==> config.mk <==
export PLATFORM = sky130hd
export DESIGN_NAME = aging_page_replacement_unit
export DESIGN_NICKNAME = d
export VERILOG_FILES = /design/src/rtl/agpr_pkg.sv /design/src/rtl/agpr_ram.sv /design/src/rtl/aging_page_replacement_unit.sv
export SDC_FILE = /design/constraint.sdc
export NUM_CORES = 1
export LEC_CHECK = 0
export BUFFER_PORTS_ARGS = -buffer_cell sky130_fd_sc_hd__buf_2
export CORE_AREA = 2 2 234 236
export CTS_BUF_LIST = sky130_fd_sc_hd__clkbuf_8
export DETAILED_ROUTE_END_ITERATION = 10
export DIE_AREA = 0 0 236 238
export PLACE_DENSITY = 0.61
export REMOVE_ABC_BUFFERS = 1
export SLEW_MARGIN = 20
export SYNTH_ARGS = -nofsm -noshare
export SYNTH_HDL_FRONTEND = slang
export SYNTH_SLANG_ARGS = --single-unit
==> constraint.sdc <==
create_clock -name clk -period 9.05 [get_ports clk]
set_input_delay 0.4525 -clock clk [delete_from_list [all_inputs] [get_ports clk]]
set_output_delay 0.4525 -clock clk [all_outputs]
set_load 0.02 [all_outputs]
==> src/rtl/agpr_pkg.sv <==
`default_nettype none
package agpr_pkg;

  localparam int DEF_FRAMES    = 16;
  localparam int DEF_PAGE_BITS = 16;

  localparam int CFG_W      = 5;
  localparam int AGE_W      = 8;
  localparam int FIDX_OUT_W = 4;
  localparam int EVICT_W    = 16;
  localparam int FAULT_W    = 32;

  localparam int APB_ADDR_W = 2;
  localparam int APB_DATA_W = 32;

  localparam logic [APB_ADDR_W-1:0] REG_FRAMES_IN_USE = 2'd0;
  localparam logic [CFG_W-1:0]      FRAMES_IN_USE_RST = 5'd16;

  localparam logic [AGE_W-1:0] AGE_TOP = 8'h80;
  // a freshly loaded frame starts at AGE_TOP and is aged once with its mark set
  localparam logic [AGE_W-1:0] AGE_FILL = AGE_TOP | (AGE_TOP >> 1);

  localparam logic [FAULT_W-1:0] FAULT_MAX = '1;

endpackage
`default_nettype wire

==> src/rtl/agpr_ram.sv <==
`default_nettype none
module agpr_ram #(
  parameter int WIDTH = 24,
  parameter int DEPTH = 16
) (
  input  logic                                          clk,
  input  logic                                          wr_en,
  input  logic [((DEPTH > 1) ? $clog2(DEPTH) : 1)-1:0] wr_addr,
  input  logic [WIDTH-1:0]                              wr_data,
  input  logic                                          rd_en,
  input  logic [((DEPTH > 1) ? $clog2(DEPTH) : 1)-1:0] rd_addr,
  output logic [WIDTH-1:0]                              rd_data
);

  logic [WIDTH-1:0] mem [DEPTH];

  always_ff @(posedge clk) begin
    if (wr_en) begin
      mem[wr_addr] <= wr_data;
    end
    if (rd_en) begin
      rd_data <= mem[rd_addr];
    end
  end

endmodule
`default_nettype wire

==> src/rtl/aging_page_replacement_unit.sv <==
// Aging page replacement unit.
// Input channel (in_valid / in_stall / in_page): one page reference per
// transaction. Result channel (out_valid / out_stall / out_*): one result per
// reference, in order: hit flag, frame now holding the page, evicted page (if
// any) and the saturating fault count after this reference.
// Configuration: APB-style port, register frames_in_use at byte address 0
// (0 acts as 1, values above FRAMES act as FRAMES); write it only while idle.
// Frame pages and ages live in one RAM with a registered read; the
// scan reads every active frame once, writes back its aged counter in the
// following cycle, then patches the chosen frame in one more write.
// A reference reads its active frames one after another through the single
// RAM read port. One reference is in flight at a time, so the next one is
// accepted only once the previous result has left S_EMIT.
// While the result register is stalled the finished result is held there and
// the next reference is still taken; a second result waits for the first.
// Reset (rst_n low, synchronous) empties all frames, clears the fault count
// and restores frames_in_use to 16. No clearing pass is needed.
`default_nettype none
module aging_page_replacement_unit #(
  parameter int FRAMES    = agpr_pkg::DEF_FRAMES,
  parameter int PAGE_BITS = agpr_pkg::DEF_PAGE_BITS
) (
  input  logic                                clk,
  input  logic                                rst_n,
  input  logic                                in_valid,
  output logic                                in_stall,
  input  logic [PAGE_BITS-1:0]                in_page,
  output logic                                out_valid,
  input  logic                                out_stall,
  output logic                                out_hit,
  output logic [agpr_pkg::FIDX_OUT_W-1:0]     out_frame_index,
  output logic                                out_evicted_valid,
  output logic [agpr_pkg::EVICT_W-1:0]        out_evicted_page,
  output logic [agpr_pkg::FAULT_W-1:0]        out_fault_count,
  input  logic                                cfg_psel,
  input  logic                                cfg_penable,
  input  logic                                cfg_pwrite,
  input  logic [agpr_pkg::APB_ADDR_W-1:0]     cfg_paddr,
  input  logic [agpr_pkg::APB_DATA_W-1:0]     cfg_pwdata,
  output logic [agpr_pkg::APB_DATA_W-1:0]     cfg_prdata,
  output logic                                cfg_pready
);
  import agpr_pkg::*;

  localparam int FIDX_W = (FRAMES > 1) ? $clog2(FRAMES) : 1;
  localparam int CNT_W  = $clog2(FRAMES + 1);
  localparam int RAM_W  = PAGE_BITS + AGE_W;

  typedef enum logic [1:0] {S_IDLE, S_SCAN, S_FIX, S_EMIT} state_t;

  state_t               state_r;
  logic [CFG_W-1:0]     frames_r;
  logic [CNT_W-1:0]     n_act;
  logic [PAGE_BITS-1:0] page_r;
  logic [CNT_W-1:0]     rd_cnt_r;
  logic                 rvld_r;
  logic [FIDX_W-1:0]    ridx_r;
  logic                 hit_found_r;
  logic [FIDX_W-1:0]    hit_idx_r;
  logic [AGE_W-1:0]     hit_age_r;
  logic                 empty_found_r;
  logic [FIDX_W-1:0]    empty_idx_r;
  logic [FIDX_W-1:0]    min_idx_r;
  logic [AGE_W-1:0]     min_age_r;
  logic [PAGE_BITS-1:0] min_page_r;
  logic [FIDX_W-1:0]    slot_r;
  logic                 evict_r;
  logic [FRAMES-1:0]    valid_r;
  logic [FAULT_W-1:0]   faults_r;
  logic                 out_valid_r;

  logic                 cfg_wr;
  logic                 accept;
  logic                 scan_last;
  logic [FIDX_W-1:0]    slot;
  logic                 rd_en;
  logic [FIDX_W-1:0]    rd_addr;
  logic [RAM_W-1:0]     rd_data;
  logic [PAGE_BITS-1:0] rd_pg;
  logic [AGE_W-1:0]     rd_age;
  logic                 wr_en;
  logic [FIDX_W-1:0]    wr_addr;
  logic [RAM_W-1:0]     wr_data;

  // configuration port
  assign cfg_pready = 1'b1;
  assign cfg_wr     = cfg_psel & cfg_penable & cfg_pwrite & cfg_pready;
  assign cfg_prdata = (cfg_paddr == REG_FRAMES_IN_USE) ? APB_DATA_W'(frames_r) : '0;

  always_comb begin
    if (frames_r == '0) begin
      n_act = CNT_W'(1);
    end else if (int'(frames_r) > FRAMES) begin
      n_act = CNT_W'(FRAMES);
    end else begin
      n_act = CNT_W'(frames_r);
    end
  end

  assign in_stall  = (state_r != S_IDLE);
  assign accept    = in_valid & ~in_stall;
  assign out_valid = out_valid_r;

  assign rd_pg  = rd_data[RAM_W-1:AGE_W];
  assign rd_age = rd_data[AGE_W-1:0];

  assign scan_last = rvld_r && ((CNT_W'(ridx_r) + CNT_W'(1)) == n_act);

  always_comb begin
    if (hit_found_r) begin
      slot = hit_idx_r;
    end else if (empty_found_r) begin
      slot = empty_idx_r;
    end else begin
      slot = min_idx_r;
    end
  end

  // issue one read per active frame; write back the aged entry in the cycle after its read
  assign rd_en   = accept || ((state_r == S_SCAN) && (rd_cnt_r < n_act));
  assign rd_addr = (state_r == S_IDLE) ? '0 : rd_cnt_r[FIDX_W-1:0];

  always_comb begin
    wr_en   = 1'b0;
    wr_addr = ridx_r;
    wr_data = {rd_pg, 1'b0, rd_age[AGE_W-1:1]};
    case (state_r)
      S_SCAN: begin
        wr_en = rvld_r;
      end
      S_FIX: begin
        wr_en   = 1'b1;
        wr_addr = slot;
        wr_data = {page_r, hit_found_r ? {1'b1, hit_age_r[AGE_W-1:1]} : AGE_FILL};
      end
      default: begin
        wr_en = 1'b0;
      end
    endcase
  end

  agpr_ram #(
    .WIDTH (RAM_W),
    .DEPTH (FRAMES)
  ) u_frame_ram (
    .clk     (clk),
    .wr_en   (wr_en),
    .wr_addr (wr_addr),
    .wr_data (wr_data),
    .rd_en   (rd_en),
    .rd_addr (rd_addr),
    .rd_data (rd_data)
  );

  always_ff @(posedge clk) begin
    if (!rst_n) begin
      state_r     <= S_IDLE;
      frames_r    <= FRAMES_IN_USE_RST;
      rvld_r      <= 1'b0;
      valid_r     <= '0;
      faults_r    <= '0;
      out_valid_r <= 1'b0;
    end else begin
      if (cfg_wr && (cfg_paddr == REG_FRAMES_IN_USE)) begin
        frames_r <= cfg_pwdata[CFG_W-1:0];
      end

      rvld_r <= rd_en;
      ridx_r <= rd_addr;
      if (rd_en) begin
        rd_cnt_r <= (state_r == S_IDLE) ? CNT_W'(1) : rd_cnt_r + CNT_W'(1);
      end

      if (out_valid_r && !out_stall && (state_r != S_EMIT)) begin
        out_valid_r <= 1'b0;
      end

      case (state_r)
        S_IDLE: begin
          if (accept) begin
            page_r        <= in_page;
            hit_found_r   <= 1'b0;
            empty_found_r <= 1'b0;
            state_r       <= S_SCAN;
          end
        end
        S_SCAN: begin
          if (rvld_r) begin
            if (!hit_found_r && valid_r[ridx_r] && (rd_pg == page_r)) begin
              hit_found_r <= 1'b1;
              hit_idx_r   <= ridx_r;
              hit_age_r   <= rd_age;
            end
            if (!empty_found_r && !valid_r[ridx_r]) begin
              empty_found_r <= 1'b1;
              empty_idx_r   <= ridx_r;
            end
            // strict compare keeps the lowest index on ties
            if ((ridx_r == '0) || (rd_age < min_age_r)) begin
              min_idx_r  <= ridx_r;
              min_age_r  <= rd_age;
              min_page_r <= rd_pg;
            end
          end
          if (scan_last) begin
            state_r <= S_FIX;
          end
        end
        S_FIX: begin
          valid_r[slot] <= 1'b1;
          slot_r        <= slot;
          evict_r       <= !hit_found_r && !empty_found_r;
          if (!hit_found_r && (faults_r != FAULT_MAX)) begin
            faults_r <= faults_r + FAULT_W'(1);
          end
          state_r <= S_EMIT;
        end
        S_EMIT: begin
          if (!out_valid_r || !out_stall) begin
            out_valid_r       <= 1'b1;
            out_hit           <= hit_found_r;
            out_frame_index   <= FIDX_OUT_W'(slot_r);
            out_evicted_valid <= evict_r;
            out_evicted_page  <= evict_r ? EVICT_W'(min_page_r) : '0;
            out_fault_count   <= faults_r;
            state_r           <= S_IDLE;
          end
        end
        default: begin
          state_r <= S_IDLE;
        end
      endcase
    end
  end

  a_no_rw_same_entry: assert property (@(posedge clk) disable iff (!rst_n)
    (wr_en && rd_en) |-> (wr_addr != rd_addr))
    else $error("frame RAM read and write hit the same entry");

  a_faults_monotonic: assert property (@(posedge clk) disable iff (!rst_n)
    1'b1 |=> (faults_r >= $past(faults_r)))
    else $error("fault count decreased");

  a_valid_only_sets: assert property (@(posedge clk) disable iff (!rst_n)
    1'b1 |=> (($past(valid_r) & ~valid_r) == '0))
    else $error("a resident frame became empty");

  a_hit_no_evict: assert property (@(posedge clk) disable iff (!rst_n)
    (out_valid_r && out_hit) |-> !out_evicted_valid)
    else $error("eviction reported on a hit");

  a_result_from_emit: assert property (@(posedge clk) disable iff (!rst_n)
    $rose(out_valid_r) |-> $past(state_r == S_EMIT))
    else $error("result loaded outside the emit step");

endmodule
`default_nettype wire

==> flow_summary.json, run 1 <==
{
  "synth_xor_area_share_pct": 1.42,
  "r2r-start": "state_r[0]$_SDFFE_PN0P_",
  "worst_pin_slew_ps": 1140,
  "fp.coreArea_um2": 53500,
  "drc": 0,
  "p_sw_share_pct": 31.5,
  "crit_type": "register to register",
  "synth_top_family_by_area": "multiplexers",
  "grt_max_degree": 73,
  "postRouteAntennaNets": 0,
  "final_core_util_pct": 51.1,
  "syn_inst": 1562,
  "firstDrtPassIters": 5,
  "p_clk_share_pct": 28.7,
  "num_io_pins": 146,
  "seq_power_share_pct": 48.6,
  "grt_usage_pct": 20.6,
  "cp_top_family": "buffers and inverters",
  "critPathBufInv": 4,
  "status": "finished, final reports clean",
  "synth_edf_count": 537,
  "async_flop_share_pct": 0,
  "startpoint_type": "register",
  "die-area_um2": 56200,
  "synth-seq-area-share_pct": 71.9,
  "cts_tree": "done",
  "cts_hold_buf": 17,
  "dpl-instance-area_um2": 25300,
  "grt_first_pass_wirelength_um": 85900,
  "ys.flop_type": "edfxtp_1",
  "post_cts_buffers": 0,
  "numClockSinks": 594,
  "cts-resized-gates": 0,
  "cpPeakStageDelay_ps": 580,
  "gp_congestion": 0.768,
  "final-setup-viol-count": 0,
  "dp.cells": 2292,
  "num_rows": 85,
  "overflow": 0,
  "p_sw_uw": 2390,
  "htreeDepth": 3,
  "start_util_pct": 44.9,
  "synth_compound_area_share_pct": 7.74,
  "fmax_mhz": 267,
  "cp_max_fo": 45,
  "die_y_um": 238,
  "synth_top_cell_by_area": "edfxtp_1",
  "power_leakage_uw": 0.00919,
  "place_ws_ps": 5290,
  "worstPathArrival_ps": 4070,
  "wire_per_inst_um": 23.1,
  "antenna_found_initial": 0,
  "min_from": "cfg_pwdata[2]",
  "rsz0062_at_grt": "false",
  "drv_slew": 0,
  "combPwrFrac_pct": 22.7,
  "hold_viol_final": 0,
  "clockBufferDepth": 3,
  "synth_cell_types": 55,
  "syn-cell-area_um2": 24000,
  "dp_hpwl_um": 30300,
  "setup_tns_ps": 0,
  "p_per_area_nw_per_um2": 278,
  "crit_start": "state_r[0]$_SDFFE_PN0P_",
  "postLayoutCellArea_um2": 27300,
  "clock_skew_ps": 37.6,
  "avgSynthCellArea_um2": 15.4,
  "drive_gt1_share_pct": 21.6,
  "grt_pass1_vias": 13802,
  "peakVddDrop_mv": 0.142,
  "final.min_clock_period_ps": 3750,
  "endpoint_kind": "register",
  "synth_area_leaders": "edfxtp_1, mux2_2, dfxtp_1, a221oi_1, a21oi_1",
  "multi_input_area_um2": 6380,
  "synth_top_area_share_pct": 67.2,
  "cts_buffers": 99,
  "seqCellArea_um2": 17300,
  "clk_latency_ps": 690,
  "cp_slowest_cell": "nor2_2",
  "drt-total-wl_um": 57400,
  "synth-simple-area-share_pct": 6.91,
  "clkSlewWorstSetupHoldPaths_ps": 60,
  "ys_warn_count": 0,
  "vias": 13816,
  "min_period_over_period_pct": 41.4,
  "relSlewSlack_pct": 23.3,
  "io_buffers": 90,
  "synth_mux_area_share_pct": 8.36,
  "drt_iter0_drc": 1450,
  "synthAdderAreaFrac_pct": 0.990,
  "hold_path_class": "primary input to register",
  "viasPerCell": 5.55,
  "max_cap_violations": 0,
  "crit_chain": "inv_1 > ha_2 > buf_4 > inv_1 > nor2_1 > a21o_1 > nand2_1 > nor2_2 > buf_4",
  "p_int_uw": 5210,
  "fin_ws_ps": 5300,
  "fillers": 4512,
  "worst_ep_required_time_ps": 9370,
  "diodes": 0,
  "layout.cells.non_filler": 2491,
  "syn2layout_area_growth_pct": 13.9,
  "nets": 1792,
  "ys_ff_latch": 594,
  "clockRootBuffer": "clkbuf_8",
  "die_w_um": 236
}
-- synthesized netlist by cell type (14+ instances only) --
master and count:
mux2_2 106, o31ai_1 25, nor2_1 77, nand3_1 49
edfxtp_1 537, xnor2_1 25, o21ai_1 39, clkbuf_1 63
ha_1 19, nand2_1 58, a22oi_1 24, nand4_1 15
mux2i_1 35, xor2_1 14, buf_4 31, dfxtp_1 57
and2_1 41, or3_1 14, a21oi_1 80, inv_1 21
o21a_1 18, mux2_1 31, a221oi_1 48
-- cells in the final DEF (no fill, tap or decap), types with 24 or more instances in the layout --
cell type	synthesis	layout
edfxtp_1	537	537
mux2_2	106	106
buf_4	31	28
and2_1	41	41
inv_1	21	56
nor2_1	77	61
clkinv_1	1	32
a221oi_1	48	48
xnor2_1	25	25
nand3_1	49	49
clkbuf_8	0	105
mux2i_1	35	35
o31ai_1	25	25
o21ai_1	39	37
nand2_1	58	57
dfxtp_1	57	57
buf_2	4	90
a22oi_1	24	24
mux2_1	31	31
a21oi_1	80	78
conb_1	2	28
-- registers in the layout, indices dropped and copies added, names as in the netlist, 2 cells and up --
name,cells
hit_age_r,7
u_frame_ram.rd_data,24
page_r,16
state_r,2
u_frame_ram.mem,384
slot_r,4
empty_idx_r,4
min_age_r,8
min_page_r,16
out_frame_index,4
valid_r,16
rd_cnt_r,5
faults_r,32
ridx_r,4
min_idx_r,4
out_evicted_page,16
frames_r,5
out_fault_count,32
hit_idx_r,4
-- per-layer routing --
metal	GRT usage (%)	part of all wire (%)	up-vias
li1	-	-	6269
met1	28.1	44	6969
met2	33.4	47	498
met3	4.52	6.8	80
met4	5.77	1.9	0
met5	0	0	-
-- logic make-up after synthesis --
group	count (synthesis)
other cells	2
xor+xnor	39
simple gates	315
fa+ha+maj	19
flops	594
compound gates	281
mux	177
buf+inv	135
-- through the flow --
step	hold WS [ps]	total power, uW
after CTS	7.08	7650
after global routing	27.2	7940
after floorplan	400	4790
after detailed placement	405	5460
after global placement	410	5420
final	55.5	7600
-- worst reg2reg max path, delay by kind of cell, from the launching register on --
kind	cells	cell delay (ps)
AOI/OAI and AO/OA	1	150
adders and majority gates	1	160
buffers and inverters	4	1570
DFF	1	340
and+or+nand+nor	3	1170
-- path summary, 6_finish.rpt --
path | slack (ps) | endpoint | depth (start not counted)
max reg2reg | 5300 | u_frame_ram.mem[2][22]$_DFFE_PP_ | 9
max | 5300 | u_frame_ram.mem[2][22]$_DFFE_PP_ | 9
min | 60 | frames_r[2]$_SDFFE_PN0P_ | 3
min reg2reg | 420 | out_frame_index[1]$_DFFE_PP_ | 0
-- power groups by stage --
stage               Combinational (uW)  Sequential [uW]  Clock, uW
finish                            1720             3690       2180
global route                      1880             3710       2350
CTS                               1730             3700       2230
detailed placement                1710             3750          0
global placement                  1680             3750          0
floorplan                         1020             3760          0
-- area by class of cell --
type | count | share of cell area (%)
Multi-Input combinational cell | 859 | 23.3
Timing Repair Buffer | 138 | 3.34
Inverter | 24 | 0.329
Clock inverter | 75 | 1.39
Sequential cell | 594 | 63.1
Clock buffer | 105 | 5.29
Tap cell | 696 | 3.18
Note: power is estimated with default switching activity, not from simulation.
==> inputs of run 2 (changes only) <==
clock period = 3.5 ns   (was 9.05 ns; I/O delays follow)
==> flow_summary.json, run 2 (synthesis gave the netlist of run 1 again) <==
{
  "final_core_util_pct": 51.7,
  "cts-resized-gates": 0,
  "final-setup-viol-count": 0,
  "final.min_clock_period_ps": 3040,
  "fin_ws_ps": 464,
  "power_leakage_uw": 0.00941,
  "grt_pass1_vias": 14107,
  "drt-total-wl_um": 57800,
  "largest_reg_flops": 384,
  "drive_gt1_share_pct": 22.7,
  "top_register": "u_frame_ram.mem",
  "worstPathArrival_ps": 3410,
  "cts_buffers": 98,
  "die-area_um2": 56200,
  "drt_iter0_drc": 1300,
  "dpl-instance-area_um2": 25600,
  "dp_hpwl_um": 32700,
  "num_rows": 85,
  "wire_per_inst_um": 22.9,
  "overflow": 0,
  "worst_pin_slew_ps": 994,
  "num_io_pins": 146,
  "p_per_area_nw_per_um2": 720,
  "cpPeakStageDelay_ps": 560,
  "firstDrtPassIters": 6,
  "fp.coreArea_um2": 53500,
  "grt_max_degree": 81,
  "reg2regPathDepth": 8,
  "postRouteAntennaNets": 0,
  "clk_latency_ps": 690,
  "final_cell_mix": "edfxtp_1, mux2_2, clkbuf_8, buf_2, a21oi_1",
  "post_cts_buffers": 0,
  "hold_path_class": "primary input to register",
  "syn2layout_area_growth_pct": 15.3,
  "max_cap_violations": 0,
  "startpoint_type": "register",
  "crit_chain": "inv_1 > ha_2 > buf_4 > a32oi_1 > nor2b_1 > nand2_1 > nor2_2 > buf_4",
  "whs_path_depth": 4,
  "grt_usage_pct": 20.6,
  "worst_ep_required_time_ps": 3870,
  "gp_congestion": 0.795,
  "hold_viol_final": 0,
  "drv_slew": 0,
  "place_ws_ps": 458,
  "cp_max_fo": 34,
  "endpoint_kind": "register",
  "relSlewSlack_pct": 33.8,
  "clockBufferDepth": 3,
  "crit_top_cell": "buf_4",
  "die_y_um": 238,
  "clock_skew_ps": 25.8,
  "antenna_found_initial": 1,
  "start_util_pct": 44.9,
  "die_w_um": 236,
  "io_buffers": 90,
  "rsz0062_at_grt": "false",
  "crit_type": "register to register",
  "peakVddDrop_mv": 0.497,
  "top_regs": "u_frame_ram.mem (384), faults_r (32), out_fault_count (32)",
  "cts_tree": "done",
  "drc": 0,
  "clkSlewWorstSetupHoldPaths_ps": 60,
  "numClockSinks": 594,
  "diodes": 0,
  "p_total_uw": 19900,
  "holdWs_ps": 77.1,
  "status": "finished, final reports clean",
  "grt_first_pass_wirelength_um": 86200,
  "nets": 1825,
  "fmax_mhz": 329,
  "clockRootBuffer": "clkbuf_8",
  "min_period_over_period_pct": 86.7,
  "cp_slowest_cell": "nor2_2",
  "final_common_cell": "edfxtp_1",
  "htreeDepth": 3,
  "postLayoutCellArea_um2": 27700,
  "viasPerCell": 5.52,
  "vias": 13927
}
-- run 2: changes by cell type in the layout (fill, tap and decap cells not counted), moves of 2 or more --
cell           before  now
buf_4              28   48
clkinv_1           32   22
buf_12              0    9
dlygate4sd3_1      17   25
inv_1              56   64
clkinv_2            2    7
clkbuf_8          105  101
buf_16              3    0
bufinv_16           2    4
clkinv_8            2    0
-- run 2: per-layer routing --
layer	global-route usage [%]	vias up	share of wire [%]
met5	0	-	0
met4	7.14	0	2.7
met3	4.52	109	6.9
met2	33.5	525	47
met1	27.4	6948	43
li1	-	6345	-
-- run 2: metrics by stage --
step / setup TNS (ps) / cells
4_1_cts: 0 / 2525
3_5_place_dp: 0 / 2320
6_report: 0 / 2525
5_1_grt: 0 / 2525
3_3_place_gp: 0 / 2320
2_1_floorplan: -117820 / 1477
-- run 2: layout make-up --
| cell class | count | area, um2 |
|---|---|---|
| clock buffers | 101 | 1390 |
| clock inverters | 79 | 434 |
| fillers | 4437 | 25800 |
| inverters | 24 | 90.1 |
| multi-input cells | 859 | 6380 |
| flip-flops and latches | 594 | 17300 |
| well taps | 696 | 871 |
| repair buffers | 172 | 1240 |
-- run 2: final timing paths --
path	start	to	slack [ps]
max reg2reg	state_r[0]$_SDFFE_PN0P_	u_frame_ram.mem[0][16]$_DFFE_PP_	460
min	cfg_penable	frames_r[0]$_SDFFE_PN0P_	80
max	state_r[0]$_SDFFE_PN0P_	u_frame_ram.mem[0][16]$_DFFE_PP_	460
min reg2reg	slot_r[3]$_DFFE_PP_	out_frame_index[3]$_DFFE_PP_	420
-- run 2: repair_timing --
| action | CTS | global route |
|---|---|---|
| endpoints found under the setup margin | 0 | 0 |
| hold buffers | 25 | 0 |
| endpoints found under the hold margin | 33 | 0 |
-- run 2: power breakdown --
group          switching, uW  internal, uW
registers                355          9210
logic                   3250          1440
clock network           2700          2970
total                   6310         13600
-- run 2: worst max-delay path: cells and delay by family, from the launching register on --
| kind | cells | cell delay, ps |
|---|---|---|
| DFF | 1 | 330 |
| AOI/OAI and AO/OA | 1 | 120 |
| buffers and inverters | 3 | 930 |
| adders and majority gates | 1 | 360 |
| and+or+nand+nor | 3 | 970 |
==> inputs of run 3 (changes only) <==
CTS_BUF_LIST = sky130_fd_sc_hd__clkbuf_4 sky130_fd_sc_hd__clkbuf_8 sky130_fd_sc_hd__clkbuf_16   (was sky130_fd_sc_hd__clkbuf_8)
==> flow_summary.json, run 3 (synthesis gave the netlist of run 1 again) <==
{
  "grt_pass1_vias": 13799,
  "numClockSinks": 594,
  "clkSlewWorstSetupHoldPaths_ps": 60,
  "syn2layout_area_growth_pct": 16.1,
  "p_sw_share_pct": 30.1,
  "endpoint_kind": "register",
  "layout.cells.non_filler": 2451,
  "dp.cells": 2320,
  "top_register": "u_frame_ram.mem",
  "p_sw_uw": 6250,
  "die_y_um": 238,
  "postLayoutCellArea_um2": 27900,
  "top_regs": "u_frame_ram.mem (384), faults_r (32), out_fault_count (32)",
  "power_leakage_uw": 0.00933,
  "drt-total-wl_um": 57200,
  "cp_max_fo": 34,
  "hold_viol_final": 0,
  "final_cell_mix": "edfxtp_1, mux2_2, buf_2, a21oi_1",
  "min_from": "rst_n",
  "die_w_um": 236,
  "clockRootBuffer": "clkbuf_16",
  "dp_hpwl_um": 32700,
  "r2r-start": "state_r[0]$_SDFFE_PN0P_",
  "hold_path_class": "primary input to register",
  "die-area_um2": 56200,
  "clockBufferDepth": 3,
  "post_cts_buffers": 0,
  "min_period_over_period_pct": 87.3,
  "worstPathArrival_ps": 3380,
  "gp_congestion": 0.795,
  "drive_gt1_share_pct": 23.0,
  "p_int_uw": 14500,
  "wire_per_inst_um": 23.3,
  "max_cap_violations": 0,
  "final_common_cell": "edfxtp_1",
  "status": "finished, final reports clean",
  "final.min_clock_period_ps": 3050,
  "grt_usage_pct": 20.4,
  "clk_latency_ps": 640,
  "largest_reg_flops": 384,
  "dpl-instance-area_um2": 25600,
  "antenna_found_initial": 1,
  "vias": 13735,
  "clock_skew_ps": 26.2,
  "worst_ep_required_time_ps": 3820,
  "grt_first_pass_wirelength_um": 85500,
  "overflow": 0,
  "drc": 0,
  "p_clk_share_pct": 31.4,
  "seq_power_share_pct": 46.0,
  "htreeDepth": 2,
  "fmax_mhz": 327,
  "num_rows": 85,
  "firstDrtPassIters": 6,
  "drt_iter0_drc": 1334,
  "peakVddDrop_mv": 0.465,
  "num_io_pins": 146,
  "cts_buffers": 60,
  "fp.coreArea_um2": 53500,
  "cts_tree": "done",
  "final-setup-viol-count": 0,
  "diodes": 0,
  "crit_type": "register to register",
  "worst_pin_slew_ps": 1010,
  "nets": 1785,
  "startpoint_type": "register",
  "io_buffers": 90,
  "postRouteAntennaNets": 0,
  "rsz0062_at_grt": "false",
  "crit_start": "state_r[0]$_SDFFE_PN0P_",
  "combPwrFrac_pct": 22.5,
  "grt_max_degree": 81,
  "relSlewSlack_pct": 32.9,
  "viasPerCell": 5.60,
  "final_core_util_pct": 52.1,
  "drv_slew": 0,
  "p_per_area_nw_per_um2": 745,
  "start_util_pct": 44.9
}
-- run 3: cell types whose count changed in the layout (fill, tap and decap cells not counted), moves of 17 or more --
cell       before  now
inv_1          64   21
clkbuf_16       0   61
clkinv_1       22    5
clkbuf_8      101    3
clkbuf_4        0   20
-- run 3: layout make-up --
cell class,count,area (um2)
fill,4361,25600
clock buffer,84,1720
inverter,24,90.1
tap,696,871
multi-input combinational,859,6380
clock inverter,24,317
sequential,594,17300
timing repair buffer,170,1220
-- run 3: path summary, 6_finish.rpt --
check                                      to  slack, ps  cells after the start
min                   valid_r[9]$_SDFFE_PN0P_         60                      2
max reg2reg  u_frame_ram.mem[0][12]$_DFFE_PP_        450                      8
min reg2reg      out_frame_index[3]$_DFFE_PP_        420                      0
max          u_frame_ram.mem[0][12]$_DFFE_PP_        450                      8
-- run 3: power by group through the flow --
stage / Clock [uW] / Combinational [uW] / Sequential, uW
after floorplan: 0 / 2650 / 9730
after CTS: 6670 / 4670 / 9560
after detailed placement: 0 / 4620 / 9700
after global routing: 6950 / 5040 / 9600
after global placement: 0 / 4530 / 9690
final: 6530 / 4680 / 9560
-- run 3: repair_timing --
action / in CTS / in global routing
hold buffers: 23 / 0
hold endpoints to repair: 22 / 0
gates resized for setup: 0 / 0
-- run 3: routing by layer --
| metal | track usage, % | wire length, um | up-vias |
|---|---|---|---|
| li1 | - | - | 6246 |
| met1 | 27.6 | 24700 | 6888 |
| met2 | 33.1 | 26800 | 492 |
| met3 | 4.19 | 4120 | 109 |
| met4 | 6.41 | 1620 | 0 |
| met5 | 0 | 0 | - |
-- run 3: per-stage QoR --
stage / setup TNS (ps) / setup slack (ps) / hold slack [ps] / power, uW
2_1_floorplan: -117820 / -2790 / 237 / 12400
3_3_place_gp: 0 / 566 / 353 / 14200
3_5_place_dp: 0 / 458 / 353 / 14300
4_1_cts: 0 / 439 / 22.4 / 20900
5_1_grt: 0 / 204 / 32.7 / 21600
6_report: 0 / 446 / 59.7 / 20800
-- run 3: critical path: stages, from the launching register on --
cell     delay [ps]
dfxtp_1         330
inv_1            90
ha_2            350
buf_4           510
a32oi_1         120
nor2b_1         200
nand2_1         220
nor2_2          600
buf_4           330
